==> src/rtl/cnlf_pkg.sv <==
`default_nettype none
// ----------------------------------------------------------------------------
// cnlf_pkg
// Shared types and constants of the nibble link framer: item and result
// layouts, result kinds, request codes and the front-to-back record.
// ----------------------------------------------------------------------------
package cnlf_pkg;

    localparam int CNLF_MAX_REPLY_BYTES = 8;
    localparam int CNLF_QUEUE_DEPTH     = 2;

    localparam int PAYLOAD_W = 64;
    localparam int NBYTES_W  = 4;
    localparam int ADDR_W    = 4;
    localparam int NIBBLE_W  = 4;
    localparam int TAG_W     = 3;

    localparam logic [7:0] CODE_IDENTIFY = 8'h01;
    localparam logic [7:0] CODE_MEASURE  = 8'h06;
    localparam logic [7:0] MSG_FLAG      = 8'h80;

    localparam int LEN_IDENTIFY = 8;
    localparam int LEN_MEASURE  = 4;

    localparam logic CMD_START = 1'b0;
    localparam logic CMD_BYTE  = 1'b1;

    typedef enum logic [1:0] {
        KIND_REQUEST = 2'd0,
        KIND_REPLY   = 2'd1,
        KIND_REJECT  = 2'd2
    } t_kind;

    typedef struct packed {
        logic       command;
        logic [7:0] req_code;
        logic [7:0] rx_byte;
    } t_item;

    typedef struct packed {
        t_kind                 kind;
        logic [7:0]            tx_byte;
        logic [PAYLOAD_W-1:0]  payload;
        logic [NBYTES_W-1:0]   payload_bytes;
        logic                  packet_error;
        logic                  last;
    } t_result;

    typedef struct packed {
        t_kind                 kind;
        logic [NIBBLE_W-1:0]   code_nib;
        logic [ADDR_W-1:0]     addr;
        logic [PAYLOAD_W-1:0]  payload;
        logic [NBYTES_W-1:0]   nbytes;
        logic                  err;
    } t_rec;

endpackage
`default_nettype wire

==> src/rtl/cnlf_front.sv <==
`default_nettype none
// ----------------------------------------------------------------------------
// cnlf_front
// Accepts items, classifies start commands, assembles reply nibbles and
// hands one record per result-producing item to the queue.
// ----------------------------------------------------------------------------
module cnlf_front #(
    parameter int MAX_REPLY_BYTES = cnlf_pkg::CNLF_MAX_REPLY_BYTES
) (
    input  wire logic                        i_clk,
    input  wire logic                        i_rst_n,
    input  wire logic                        i_accept,
    input  wire cnlf_pkg::t_item             i_item,
    input  wire logic                        i_cfg_we,
    input  wire logic [cnlf_pkg::ADDR_W-1:0] i_cfg_data,
    output logic                             o_rec_valid,
    output cnlf_pkg::t_rec                   o_rec
);

    localparam int NL = 2 * MAX_REPLY_BYTES;
    localparam int AW = 8 * MAX_REPLY_BYTES;
    localparam int IW = $clog2(NL);
    localparam int BW = $clog2(MAX_REPLY_BYTES + 1);
    localparam int CW = ((IW > BW) ? IW : BW) + 1;
    localparam int LEN_ID = (cnlf_pkg::LEN_IDENTIFY > MAX_REPLY_BYTES) ?
                            MAX_REPLY_BYTES : cnlf_pkg::LEN_IDENTIFY;
    localparam int LEN_MS = (cnlf_pkg::LEN_MEASURE > MAX_REPLY_BYTES) ?
                            MAX_REPLY_BYTES : cnlf_pkg::LEN_MEASURE;

    logic [cnlf_pkg::ADDR_W-1:0]  r_addr;
    logic                         r_receiving, n_receiving;
    logic [BW-1:0]                r_len, n_len;
    logic [IW-1:0]                r_idx, n_idx;
    logic [cnlf_pkg::TAG_W-1:0]   r_tag, n_tag;
    logic                         r_mismatch, n_mismatch;
    logic [AW-1:0]                r_asm, n_asm;

    logic [cnlf_pkg::TAG_W-1:0]   rx_tag;
    logic [AW-1:0]                asm_upd;
    logic                         mis_upd;
    logic                         done;

    assign rx_tag = i_item.rx_byte[6:4];
    assign mis_upd = (r_idx != '0) && (rx_tag != r_tag) || r_mismatch;
    assign done = (CW'(r_idx) + CW'(1)) >= (CW'(r_len) << 1);

    always_comb begin
        asm_upd = r_asm;
        for (int k = 0; k < NL; k++) begin
            if (r_idx == IW'(k)) begin
                asm_upd[4*k +: 4] = i_item.rx_byte[3:0];
            end
        end
    end

    always_comb begin
        n_receiving = r_receiving;
        n_len       = r_len;
        n_idx       = r_idx;
        n_tag       = r_tag;
        n_mismatch  = r_mismatch;
        n_asm       = r_asm;
        o_rec_valid = 1'b0;
        o_rec.kind     = cnlf_pkg::KIND_REJECT;
        o_rec.code_nib = i_item.req_code[3:0];
        o_rec.addr     = r_addr;
        o_rec.payload  = '0;
        o_rec.nbytes   = '0;
        o_rec.err      = 1'b0;
        if (i_accept) begin
            if (i_item.command == cnlf_pkg::CMD_START) begin
                o_rec_valid = 1'b1;
                if (i_item.req_code == cnlf_pkg::CODE_IDENTIFY ||
                    i_item.req_code == cnlf_pkg::CODE_MEASURE) begin
                    o_rec.kind  = cnlf_pkg::KIND_REQUEST;
                    n_receiving = 1'b1;
                    n_len       = (i_item.req_code == cnlf_pkg::CODE_IDENTIFY) ?
                                  BW'(LEN_ID) : BW'(LEN_MS);
                    n_idx       = '0;
                    n_tag       = '0;
                    n_mismatch  = 1'b0;
                    n_asm       = '0;
                end else begin
                    n_receiving = 1'b0;
                end
            end else if (r_receiving) begin
                n_asm      = asm_upd;
                n_mismatch = mis_upd;
                if (r_idx == '0) begin
                    n_tag = rx_tag;
                end
                if (done) begin
                    o_rec_valid   = 1'b1;
                    o_rec.kind    = cnlf_pkg::KIND_REPLY;
                    o_rec.payload = cnlf_pkg::PAYLOAD_W'(asm_upd);
                    o_rec.nbytes  = cnlf_pkg::NBYTES_W'(r_len);
                    o_rec.err     = mis_upd;
                    n_receiving   = 1'b0;
                    n_idx         = '0;
                end else begin
                    n_idx = r_idx + IW'(1);
                end
            end
        end
    end

    always_ff @(posedge i_clk) begin
        if (!i_rst_n) begin
            r_addr      <= '0;
            r_receiving <= 1'b0;
            r_len       <= '0;
            r_idx       <= '0;
            r_tag       <= '0;
            r_mismatch  <= 1'b0;
            r_asm       <= '0;
        end else begin
            if (i_cfg_we) begin
                r_addr <= i_cfg_data;
            end
            r_receiving <= n_receiving;
            r_len       <= n_len;
            r_idx       <= n_idx;
            r_tag       <= n_tag;
            r_mismatch  <= n_mismatch;
            r_asm       <= n_asm;
        end
    end

    a_reply_ends_rx: assert property (@(posedge i_clk) disable iff (!i_rst_n)
        (o_rec_valid && o_rec.kind == cnlf_pkg::KIND_REPLY) |=> !r_receiving)
        else $error("reception still active after reply record");

endmodule
`default_nettype wire

==> src/rtl/cnlf_queue.sv <==
`default_nettype none
// ----------------------------------------------------------------------------
// cnlf_queue
// Short record queue between the front and back ends.
// ----------------------------------------------------------------------------
module cnlf_queue #(
    parameter int DEPTH = cnlf_pkg::CNLF_QUEUE_DEPTH
) (
    input  wire logic            i_clk,
    input  wire logic            i_rst_n,
    input  wire logic            i_wr,
    input  wire cnlf_pkg::t_rec  i_wr_data,
    input  wire logic            i_rd,
    output logic                 o_full,
    output logic                 o_empty,
    output cnlf_pkg::t_rec       o_rd_data
);

    localparam int PW = $clog2(DEPTH);
    localparam int CNTW = $clog2(DEPTH + 1);

    cnlf_pkg::t_rec    r_slot [DEPTH];
    logic [PW-1:0]     r_wptr, r_rptr;
    logic [CNTW-1:0]   r_count;
    logic              do_wr, do_rd;

    assign o_full    = (r_count == CNTW'(DEPTH));
    assign o_empty   = (r_count == '0);
    assign o_rd_data = r_slot[r_rptr];
    assign do_wr     = i_wr && !o_full;
    assign do_rd     = i_rd && !o_empty;

    always_ff @(posedge i_clk) begin
        if (do_wr) begin
            r_slot[r_wptr] <= i_wr_data;
        end
    end

    always_ff @(posedge i_clk) begin
        if (!i_rst_n) begin
            r_wptr  <= '0;
            r_rptr  <= '0;
            r_count <= '0;
        end else begin
            if (do_wr) begin
                r_wptr <= (r_wptr == PW'(DEPTH - 1)) ? '0 : r_wptr + PW'(1);
            end
            if (do_rd) begin
                r_rptr <= (r_rptr == PW'(DEPTH - 1)) ? '0 : r_rptr + PW'(1);
            end
            case ({do_wr, do_rd})
                2'b10:   r_count <= r_count + CNTW'(1);
                2'b01:   r_count <= r_count - CNTW'(1);
                default: r_count <= r_count;
            endcase
        end
    end

    a_count_bound: assert property (@(posedge i_clk) disable iff (!i_rst_n)
        r_count <= CNTW'(DEPTH))
        else $error("queue count beyond depth");

    a_no_write_full: assert property (@(posedge i_clk) disable iff (!i_rst_n)
        !(i_wr && o_full))
        else $error("record offered to a full queue");

endmodule
`default_nettype wire

==> src/rtl/cnlf_back.sv <==
`default_nettype none
// ----------------------------------------------------------------------------
// cnlf_back
// Expands queued records into result items and holds the oldest result in
// the output register until it is taken.
// ----------------------------------------------------------------------------
module cnlf_back (
    input  wire logic            i_clk,
    input  wire logic            i_rst_n,
    input  wire logic            i_q_empty,
    input  wire cnlf_pkg::t_rec  i_q_data,
    output logic                 o_q_rd,
    input  wire logic            i_pop,
    output logic                 o_empty,
    output cnlf_pkg::t_result    o_result
);

    logic                          r_out_valid, n_out_valid;
    cnlf_pkg::t_result             r_out, n_out;
    logic                          r_second, n_second;
    logic [cnlf_pkg::NIBBLE_W-1:0] r_code_nib, n_code_nib;
    logic                          can_load;

    assign can_load = !r_out_valid || i_pop;
    assign o_empty  = !r_out_valid;
    assign o_result = r_out;

    always_comb begin
        n_out_valid = r_out_valid;
        n_out       = r_out;
        n_second    = r_second;
        n_code_nib  = r_code_nib;
        o_q_rd      = 1'b0;
        if (can_load) begin
            n_out_valid = 1'b0;
            n_out.kind          = cnlf_pkg::KIND_REQUEST;
            n_out.tx_byte       = '0;
            n_out.payload       = '0;
            n_out.payload_bytes = '0;
            n_out.packet_error  = 1'b0;
            n_out.last          = 1'b1;
            if (r_second) begin
                n_out_valid   = 1'b1;
                n_out.tx_byte = cnlf_pkg::MSG_FLAG | {4'h0, r_code_nib};
                n_second      = 1'b0;
            end else if (!i_q_empty) begin
                o_q_rd      = 1'b1;
                n_out_valid = 1'b1;
                n_out.kind  = i_q_data.kind;
                case (i_q_data.kind)
                    cnlf_pkg::KIND_REQUEST: begin
                        n_out.tx_byte = {4'h0, i_q_data.addr};
                        n_out.last    = 1'b0;
                        n_second      = 1'b1;
                        n_code_nib    = i_q_data.code_nib;
                    end
                    cnlf_pkg::KIND_REPLY: begin
                        n_out.payload       = i_q_data.payload;
                        n_out.payload_bytes = i_q_data.nbytes;
                        n_out.packet_error  = i_q_data.err;
                    end
                    default: begin
                        n_out.kind = cnlf_pkg::KIND_REJECT;
                    end
                endcase
            end
        end
    end

    always_ff @(posedge i_clk) begin
        if (!i_rst_n) begin
            r_out_valid <= 1'b0;
            r_second    <= 1'b0;
        end else begin
            r_out_valid <= n_out_valid;
            r_second    <= n_second;
        end
    end

    always_ff @(posedge i_clk) begin
        r_out      <= n_out;
        r_code_nib <= n_code_nib;
    end

    a_second_needs_first: assert property (@(posedge i_clk) disable iff (!i_rst_n)
        r_second |-> r_out_valid)
        else $error("second request byte pending without first");

    a_not_last_is_first: assert property (@(posedge i_clk) disable iff (!i_rst_n)
        (r_out_valid && !r_out.last) |-> (r_second && r_out.kind == cnlf_pkg::KIND_REQUEST))
        else $error("non-final result without pending second byte");

endmodule
`default_nettype wire

==> src/rtl/caliper_nibble_link_framer.sv <==
`default_nettype none
// ----------------------------------------------------------------------------
// caliper_nibble_link_framer
// Request framer and reply deframer for a nibble-coded sensor link.
// ----------------------------------------------------------------------------
// An item is taken in every cycle in which full is low. A start command yields
// two request-byte results, a completed reply or a rejected code yields one,
// and a received byte that does not complete a reply yields none. The first
// result of an item passes the record queue and the output register before it
// shows on the result ports. The single output register hands out one result
// per cycle while results are popped, so each start command takes it for two
// results; full rises when the two-entry record queue between the front and back
// ends holds two records. The configuration port is always ready.
// ----------------------------------------------------------------------------
module caliper_nibble_link_framer #(
    parameter int MAX_REPLY_BYTES = cnlf_pkg::CNLF_MAX_REPLY_BYTES,
    parameter int QUEUE_DEPTH     = cnlf_pkg::CNLF_QUEUE_DEPTH
) (
    input  wire logic                        i_clk,
    input  wire logic                        i_rst_n,
    input  wire logic                        push,
    output logic                             full,
    input  wire cnlf_pkg::t_item             i_item,
    output logic                             empty,
    input  wire logic                        pop,
    output cnlf_pkg::t_result                o_result,
    input  wire logic                        i_cfg_valid,
    output logic                             o_cfg_ready,
    input  wire logic [cnlf_pkg::ADDR_W-1:0] i_cfg_data
);

    logic            accept;
    logic            rec_valid;
    cnlf_pkg::t_rec  rec;
    logic            q_empty;
    logic            q_rd;
    cnlf_pkg::t_rec  q_data;

    assign accept      = push && !full;
    assign o_cfg_ready = 1'b1;

    cnlf_front #(
        .MAX_REPLY_BYTES (MAX_REPLY_BYTES)
    ) u_front (
        .i_clk       (i_clk),
        .i_rst_n     (i_rst_n),
        .i_accept    (accept),
        .i_item      (i_item),
        .i_cfg_we    (i_cfg_valid && o_cfg_ready),
        .i_cfg_data  (i_cfg_data),
        .o_rec_valid (rec_valid),
        .o_rec       (rec)
    );

    cnlf_queue #(
        .DEPTH (QUEUE_DEPTH)
    ) u_queue (
        .i_clk     (i_clk),
        .i_rst_n   (i_rst_n),
        .i_wr      (rec_valid),
        .i_wr_data (rec),
        .i_rd      (q_rd),
        .o_full    (full),
        .o_empty   (q_empty),
        .o_rd_data (q_data)
    );

    cnlf_back u_back (
        .i_clk     (i_clk),
        .i_rst_n   (i_rst_n),
        .i_q_empty (q_empty),
        .i_q_data  (q_data),
        .o_q_rd    (q_rd),
        .i_pop     (pop),
        .o_empty   (empty),
        .o_result  (o_result)
    );

endmodule
`default_nettype wire

==> config.mk <==
export PLATFORM = sky130hd
export DESIGN_NAME = caliper_nibble_link_framer
export DESIGN_NICKNAME = d
export VERILOG_FILES = /design/src/rtl/cnlf_pkg.sv /design/src/rtl/cnlf_front.sv /design/src/rtl/cnlf_queue.sv /design/src/rtl/cnlf_back.sv /design/src/rtl/caliper_nibble_link_framer.sv
export SDC_FILE = /design/constraint.sdc
export NUM_CORES = 1
export LEC_CHECK = 0
export BUFFER_PORTS_ARGS = -buffer_cell sky130_fd_sc_hd__buf_2
export CELL_PAD_IN_SITES_DETAIL_PLACEMENT = 1
export CELL_PAD_IN_SITES_GLOBAL_PLACEMENT = 2
export CORE_UTILIZATION = 40
export CTS_CLUSTER_SIZE = 28
export DETAILED_ROUTE_END_ITERATION = 8
export GPL_TIMING_DRIVEN = 0
export HOLD_SLACK_MARGIN = 0.03
export PLACE_DENSITY = 0.82
export SYNTH_ARGS = -nofsm -noshare
export SYNTH_HDL_FRONTEND = slang
export SYNTH_SLANG_ARGS = --single-unit
export TNS_END_PERCENT = 20
==> constraint.sdc <==
create_clock -name i_clk -period 7.6 [get_ports i_clk]
set_input_delay 1.14 -clock i_clk [delete_from_list [all_inputs] [get_ports i_clk]]
set_output_delay 1.14 -clock i_clk [all_outputs]
set_load 0.02 [all_outputs]
# --- Word level (Yosys, flattened, before mapping) ---
# Memories as Yosys holds them, arrays and structs flattened. A register that Yosys moved wholly into a read port is not among the register bits.
# Index checks and enable logic that the tools add are counted.
classes:
  order_cmp: 1
  n_addsub: 6
  n_reduce_logical: 24
  n_mux: 68
  n_div: 0
  n_mul: 0
  n_eq_ne: 24
  shift: 0
  n_bitwise: 5
ops:
  columns: ["cell", "count"]
  rows:
  - ["two-way mux 69 bit", 5]
  - ["two-way mux 64 bit", 3]
  - ["two-way mux 4 bit", 23]
  - ["two-way mux 74 bit", 1]
  - ["equality test 4 bit, second input constant", 8]
  - ["two-way mux 1 bit", 25]
  - ["equality test 4 x 3 -> 1 bit, second input constant", 4]
  - ["two-way mux 2 bit", 6]
  - ["two-way mux 3 bit", 4]
  - ["equality test 4 x 2 -> 1 bit, second input constant", 2]
  - ["equality test 8 x 1 -> 1 bit, second input constant", 1]
  - ["equality test 8 x 3 -> 1 bit, second input constant", 1]
  - ["AND reduction 4 bit", 2]
  - ["AND reduction 3 bit", 2]
  - ["OR reduction 3 bit", 2]
  - ["adder 4 x 1 -> 5 bit, second input constant", 1]
  - ["greater-or-equal comparator 5 bit", 1]
  - ["inverter 1 bit", 5]
  - ["adder 4 x 1 -> 4 bit, second input constant", 1]
  - ["equality test 2 x 1 -> 1 bit, second input constant", 2]
  - ["equality test 2 bit, second input constant", 2]
  - ["equality test 4 x 1 -> 1 bit, second input constant", 1]
  - ["logical AND 1 bit", 4]
  - ["logical NOT 2 bit", 2]
  - ["other kinds (12)", 20]
word_totals:
  n_memories: 1
  latch_bits: 0
  register_bits: 171
  ramBits: 158
  rom_bits: 0
  inputBits: 26
  elab_cells: 151
mem_list:
  columns: ["name", "words", "width", "read_ports", "rd_ports_with_merged_regs", "wr", "line", "source"]
  rows:
  - ["u_queue.r_slot", 2, 79, 1, 1, 1, "cnlf_queue.sv:22", "cnlf_pkg::t_rec r_slot [DEPTH];"]

# --- Longest topological paths before layout ---
depth:
  word_depth: 9
  depth_mapped: 12
  mapped_depth_nobuf: 11

# --- Cells and area by module ---
# From an unflattened synthesis, not the netlist that was laid out.
unflattened:
  cells_unflattened: 1043
  area_unflattened_um2: 13451.7
modules_own_cells:
  columns: ["mod", "cells_each", "n_inst", "area_each_um2", "seq_area_each_um2"]
  rows:
  - ["cnlf_queue", 272, 1, 5921.9, 4844.6]
  - ["cnlf_front", 586, 1, 4381.7, 1581.5]
  - ["cnlf_back", 182, 1, 3123.0, 2472.4]
  - ["caliper_nibble_link_framer", 3, 1, 25.0, 0.0]

# --- Least setup slack after synthesis ---
# OpenSTA, ideal clock, no wires.
synth_timing:
  path_kind: "register -> register"
  start: "register u_front.r_idx[0]"
  end: "memory u_queue.r_slot[0][0] in the netlist's numbering (enable)"
  t_required_ns: 7.087
  path_stages_with_launch: 9
  n_path_buf: 0
  path_slack_ns: 2.172
  t_arrival_ns: 4.916
  period_less_slack_ns: 5.428
  cell_sequence: "dfxtp_1 ha_1 nand3_1 inv_1 ha_1 nand4_1 a21oi_1 inv_1 nor2_1"
synth_via:
  elab_chain_len: 9
synth_rtl:
  columns: ["element", "line", "source"]
  rows:
  - ["start, declared", "cnlf_front.sv:33", "logic [IW-1:0] r_idx, n_idx;"]
  - ["start signal, assigned", "cnlf_front.sv:122", "r_idx <= n_idx;"]
  - ["adder 4 x 1 -> 5 bit", "cnlf_front.sv:45", "assign done = (CW'(r_idx) + CW'(1)) >= (CW'(r_len) << 1);"]
  - ["greater-or-equal comparator 5 bit", "cnlf_front.sv:45", null]
  - ["two-way mux 1 bit", "cnlf_front.sv:92", "if (done) begin"]
  - ["two-way mux 1 bit", "cnlf_front.sv:86", "end else if (r_receiving) begin"]
  - ["two-way mux 1 bit", "cnlf_front.sv:71", "if (i_item.command == cnlf_pkg::CMD_START) begin"]
  - ["two-way mux 1 bit", "cnlf_front.sv:70", "if (i_accept) begin"]
  - ["logical AND 1 bit", "cnlf_queue.sv:30", "assign do_wr = i_wr && !o_full;"]
  - ["two-way mux 1 bit", "cnlf_queue.sv:34", "if (do_wr) begin"]
  - ["two-way mux 1 bit (not written as such)", "cnlf_queue.sv:35", "r_slot[r_wptr] <= i_wr_data;"]
  - ["end, declared", "cnlf_queue.sv:22", null]
# Every way passes these cells.

==> summary.md <==
The tools report the area of the mapped netlist as 0.01289 sq mm. In the synthesized netlist the dominant register cell turns out to be edfxtp_1. The floorplan step defined a die boundary enclosing 0.03295 sq mm.

The final hold violation count was 0. Measured along the x axis, the die boundary spans 181.5 microns. TritonCTS built the clock tree. For the top-level I/O count, the log shows 109.

The path class of the tightest hold or removal check is flop to flop. For the worst setup path, the data required time is 7.80 ns. The run gives 0.02155 ns as the setup skew after layout. Input and output buffers added on the ports amount to 99. The combined buffer and inverter count along the critical path is 3.

The number of antenna violations at the first check in global routing is 0, and the standard-cell row count is 65. In this run, flip-flops and latches consume 47.5% of the power. The tools report the internal power consumption as 3264 uW.

The total setup buffers inserted after CTS was 0. The count of endpoints failing setup in the final report was 0; the biggest fanout along the worst timing path was 10. VDD sags by at most 0.2234 mV. For the maximum number of buffers from clock root to sink, the log shows 3. For the final cell count without fillers, the log shows 1653.

The run gives 9084 as the via count of the first global-routing pass. The synthesized design devotes to its leading area cell type 54.28% of total area. The flow ran to the end, and the final reports show no timing, DRC or antenna violations. The synthesized design contains 319 register bits. The standard cell with the maximum stage delay on the critical path was clkbuf_1.

The run gives 43 as the number of unique standard cell types used by synthesis. Compared with the post-synthesis result, the final layout area differs by 17.74%. The worst pin sits at a relative slew slack of 39.14%.

Summed over all nets, the half-perimeter wirelength after detailed placement is 22190 microns. The signal on the critical path passes through ha_1, nand3_1, inv_1, ha_1, a21oi_1, nand2_1, nand2_1, clkbuf_1, clkbuf_1, a21oi_1. The cell family contributing the most delay on the critical path is buffers and inverters. The core area came out at 0.03164 sq mm. Of all cell types, the one taking the most synthesized area is edfxtp_1. For this run, the total global-route usage over all layers was measured as 20.26%. The net count of the finished layout is 1258.

STA classifies the critical path endpoint as a flop. For this run the aggregate overflow at the end of global routing stands at 0. Post-route antenna net violation count: 0.

Dividing the detail-routed wire length by the instance count gives 19.97 microns. Clock-pin slew was measured on the worst setup and hold paths at 0.06 ns. The placer's final routability congestion estimate was 0.8068. The number of buffers added by the clock tree synthesis step was 37; the transition time at the pin with the least slew margin was 0.9110 ns.

The switching portion of total power was 25.72%; the antenna diode count was 0. During synthesis, Yosys emitted a total of 0 warnings. On the worst path, the slowest cell contributes a delay of 0.57 ns. Dividing the detail-routed via count by the number of cells gives 5.327.

The post-placement cell count was 1587; the deepest level of the CTS H-tree was 2. The chip height is 181.5 microns. The share of post-route cells with drive strength above 1 works out to 15.35%. Entering global routing, the biggest net connects 55 pins. The part of the total power dissipated in combinational logic was 13.7%. Hold repair after CTS inserted 0 buffers. The share of the clock period used by the worst path came out at 48.62%.

The clock latency reported for the late side of the worst-skew pair came out at 0.52 ns. Detailed routing inserted a total of 8806 vias. The synthesized design contains 233 enable-type register cells. The run gives 0 as the total of cells resized after clock tree synthesis.

The clock period could shrink to 3.695 ns. The power per cell area is 289.6 mW/mm^2. In the layout the commonest cells are edfxtp_1 (233), nand2_1 (142), a21oi_1 (117).

Across the run, the number of max-cap violations was 0. The worst setup path is of the flop to flop kind. After detailed routing, the number of remaining DRC violations is 0.

Leaving out fill and tap cells, the most frequent cell in the layout is edfxtp_1. Final hold analysis gives a worst-case slack of 0.4674 ns. The number of instances in the synthesized netlist was 1078.

For this run, the detailed router's first-pass iteration total came to 5. The analysis attributes to net switching a power of 1130 uW. The total clock sinks was 319. After synthesis, the share of flip-flops with an asynchronous set or reset is 0%. In this run, the number of DRC markers left after iteration 0 of detailed routing was 471.

The logs give 51410 microns for the global-route wire length before repair and 3.90 ns for the data arrival time of the critical path. The mean instance size in the synthesized netlist works out to 11.96 sq um. For the final-report max-slew violation count, the log shows 0. For the clock power share, the log shows 38.8%. Sorting the synthesized cells by area gives the leading types as edfxtp_1 (54%), dfxtp_1 (13%), mux2i_1 (6.8%). Based on the critical path, the design can be clocked at up to 270.6 MHz. Once the floorplan was initialized, standard cells occupied 40.74% of the core. In this run the static leakage power is 0.005317 uW. Setup repair after global routing left no endpoint under its margin. The sequential area share after synthesis is 67.64%. After filler insertion, the fill cell instance count of the layout stands at 3365.

The routed design has 33020 microns of wire. The cell chosen for the clock root was clkbuf_16. STA classifies the critical path startpoint as a flop.
metrics by stage:
stage	total power (uW)	setup WS, ns	cell area [sq um]	util [%]	TNS (ns)
final	4395	3.905	15180	47.97	0
after global routing	4561	3.777	15180	47.97	0
after CTS	4448	3.956	15180	47.97	0
after detailed placement	2735	4.017	14010	44.29	0
after global placement	2714	-0.1812	13900	43.95	-13.04
after floorplan	2530	2.172	12900	-	0
synthesized netlist by cell type, types with 11 or more instances:
cell type,instances
edfxtp_1,233
nand2_1,142
a21oi_1,117
nor2_1,117
nand3_1,107
mux2i_1,88
dfxtp_1,86
clkbuf_1,49
inv_1,14
nand3b_1,13
buf_2,12
a22o_1,11
worst min-delay path, cell delays in order (launching register included):
cell and delay [ns]:
dfxtp_1 0.31, nand3_1 0.06, a21oi_1 0.06
final timing paths:
check / cells after the start / slack [ns] / endpoint / from
worst max-delay path: 10 / 3.90 / u_queue.r_slot[1][40] / u_front.r_idx[0]
worst min-delay path: 2 / 0.47 / u_front.r_asm[52] / u_front.r_asm[52]
worst max register to register: 10 / 3.90 / u_queue.r_slot[1][40] / u_front.r_idx[0]
worst min register to register: 2 / 0.47 / u_front.r_asm[52] / u_front.r_asm[52]
kinds of logic after synthesis:
logic type | count (synthesis) | synth area share (%)
buffers and inverters | 91 | 3.029
AO/OA/AOI/OAI | 151 | 6.688
XOR/XNOR | 9 | 0.6116
other | 2 | 0.05826
flip-flops | 319 | 67.64
adder cells (fa/ha/maj) | 8 | 0.7766
AND/OR/NAND/NOR | 405 | 13.93
multiplexers | 93 | 7.270
layout make-up:
type                       instances  area [sq um]  share of cell area, %
sequential                       319          8718                  57.44
multi-input combinational        672          3806                  25.08
clock buffer                      52          1033                  6.810
timing repair buffer             103         590.6                  3.891
tap                              402         503.0                  3.314
buffer                            77         337.8                  2.226
clock inverter                    14         132.6                 0.8739
inverter                          14         55.05                 0.3627
flip-flops by register name, indices dropped and copies added (netlist names), named ones only:
name / count
u_front.r_addr: 4
u_front.r_receiving: 1
u_back.r_code_nib: 4
u_front.r_asm: 64
u_front.r_idx: 4
u_back.o_result: 75
u_queue.r_count: 2
u_front.r_tag: 3
u_front.r_mismatch: 1
u_back.r_second: 1
u_back.r_out_valid: 1
u_queue.r_rptr: 1
u_queue.r_wptr: 1
u_front.r_len: 2
u_queue.r_slot: 154
per-layer routing:
layer	up-vias	part of all wire (%)	GRT usage (%)	wire length [microns]
met5	-	0	0	0
met4	0	2.1	5.627	695
met3	46	3.9	2.808	1275
met2	196	48	34.00	15920
li1	4137	-	-	-
met1	4427	46	27.45	15130
power groups by stage:
stage | sequential, uW | clock, uW | combinational, uW
floorplan | 2240 | 0 | 289
global placement | 2130 | 0 | 579
detailed placement | 2120 | 0 | 613
CTS | 2090 | 1740 | 616
global route | 2100 | 1810 | 652
finish | 2090 | 1710 | 604
No activity file was read; power rests on OpenSTA's default activity.
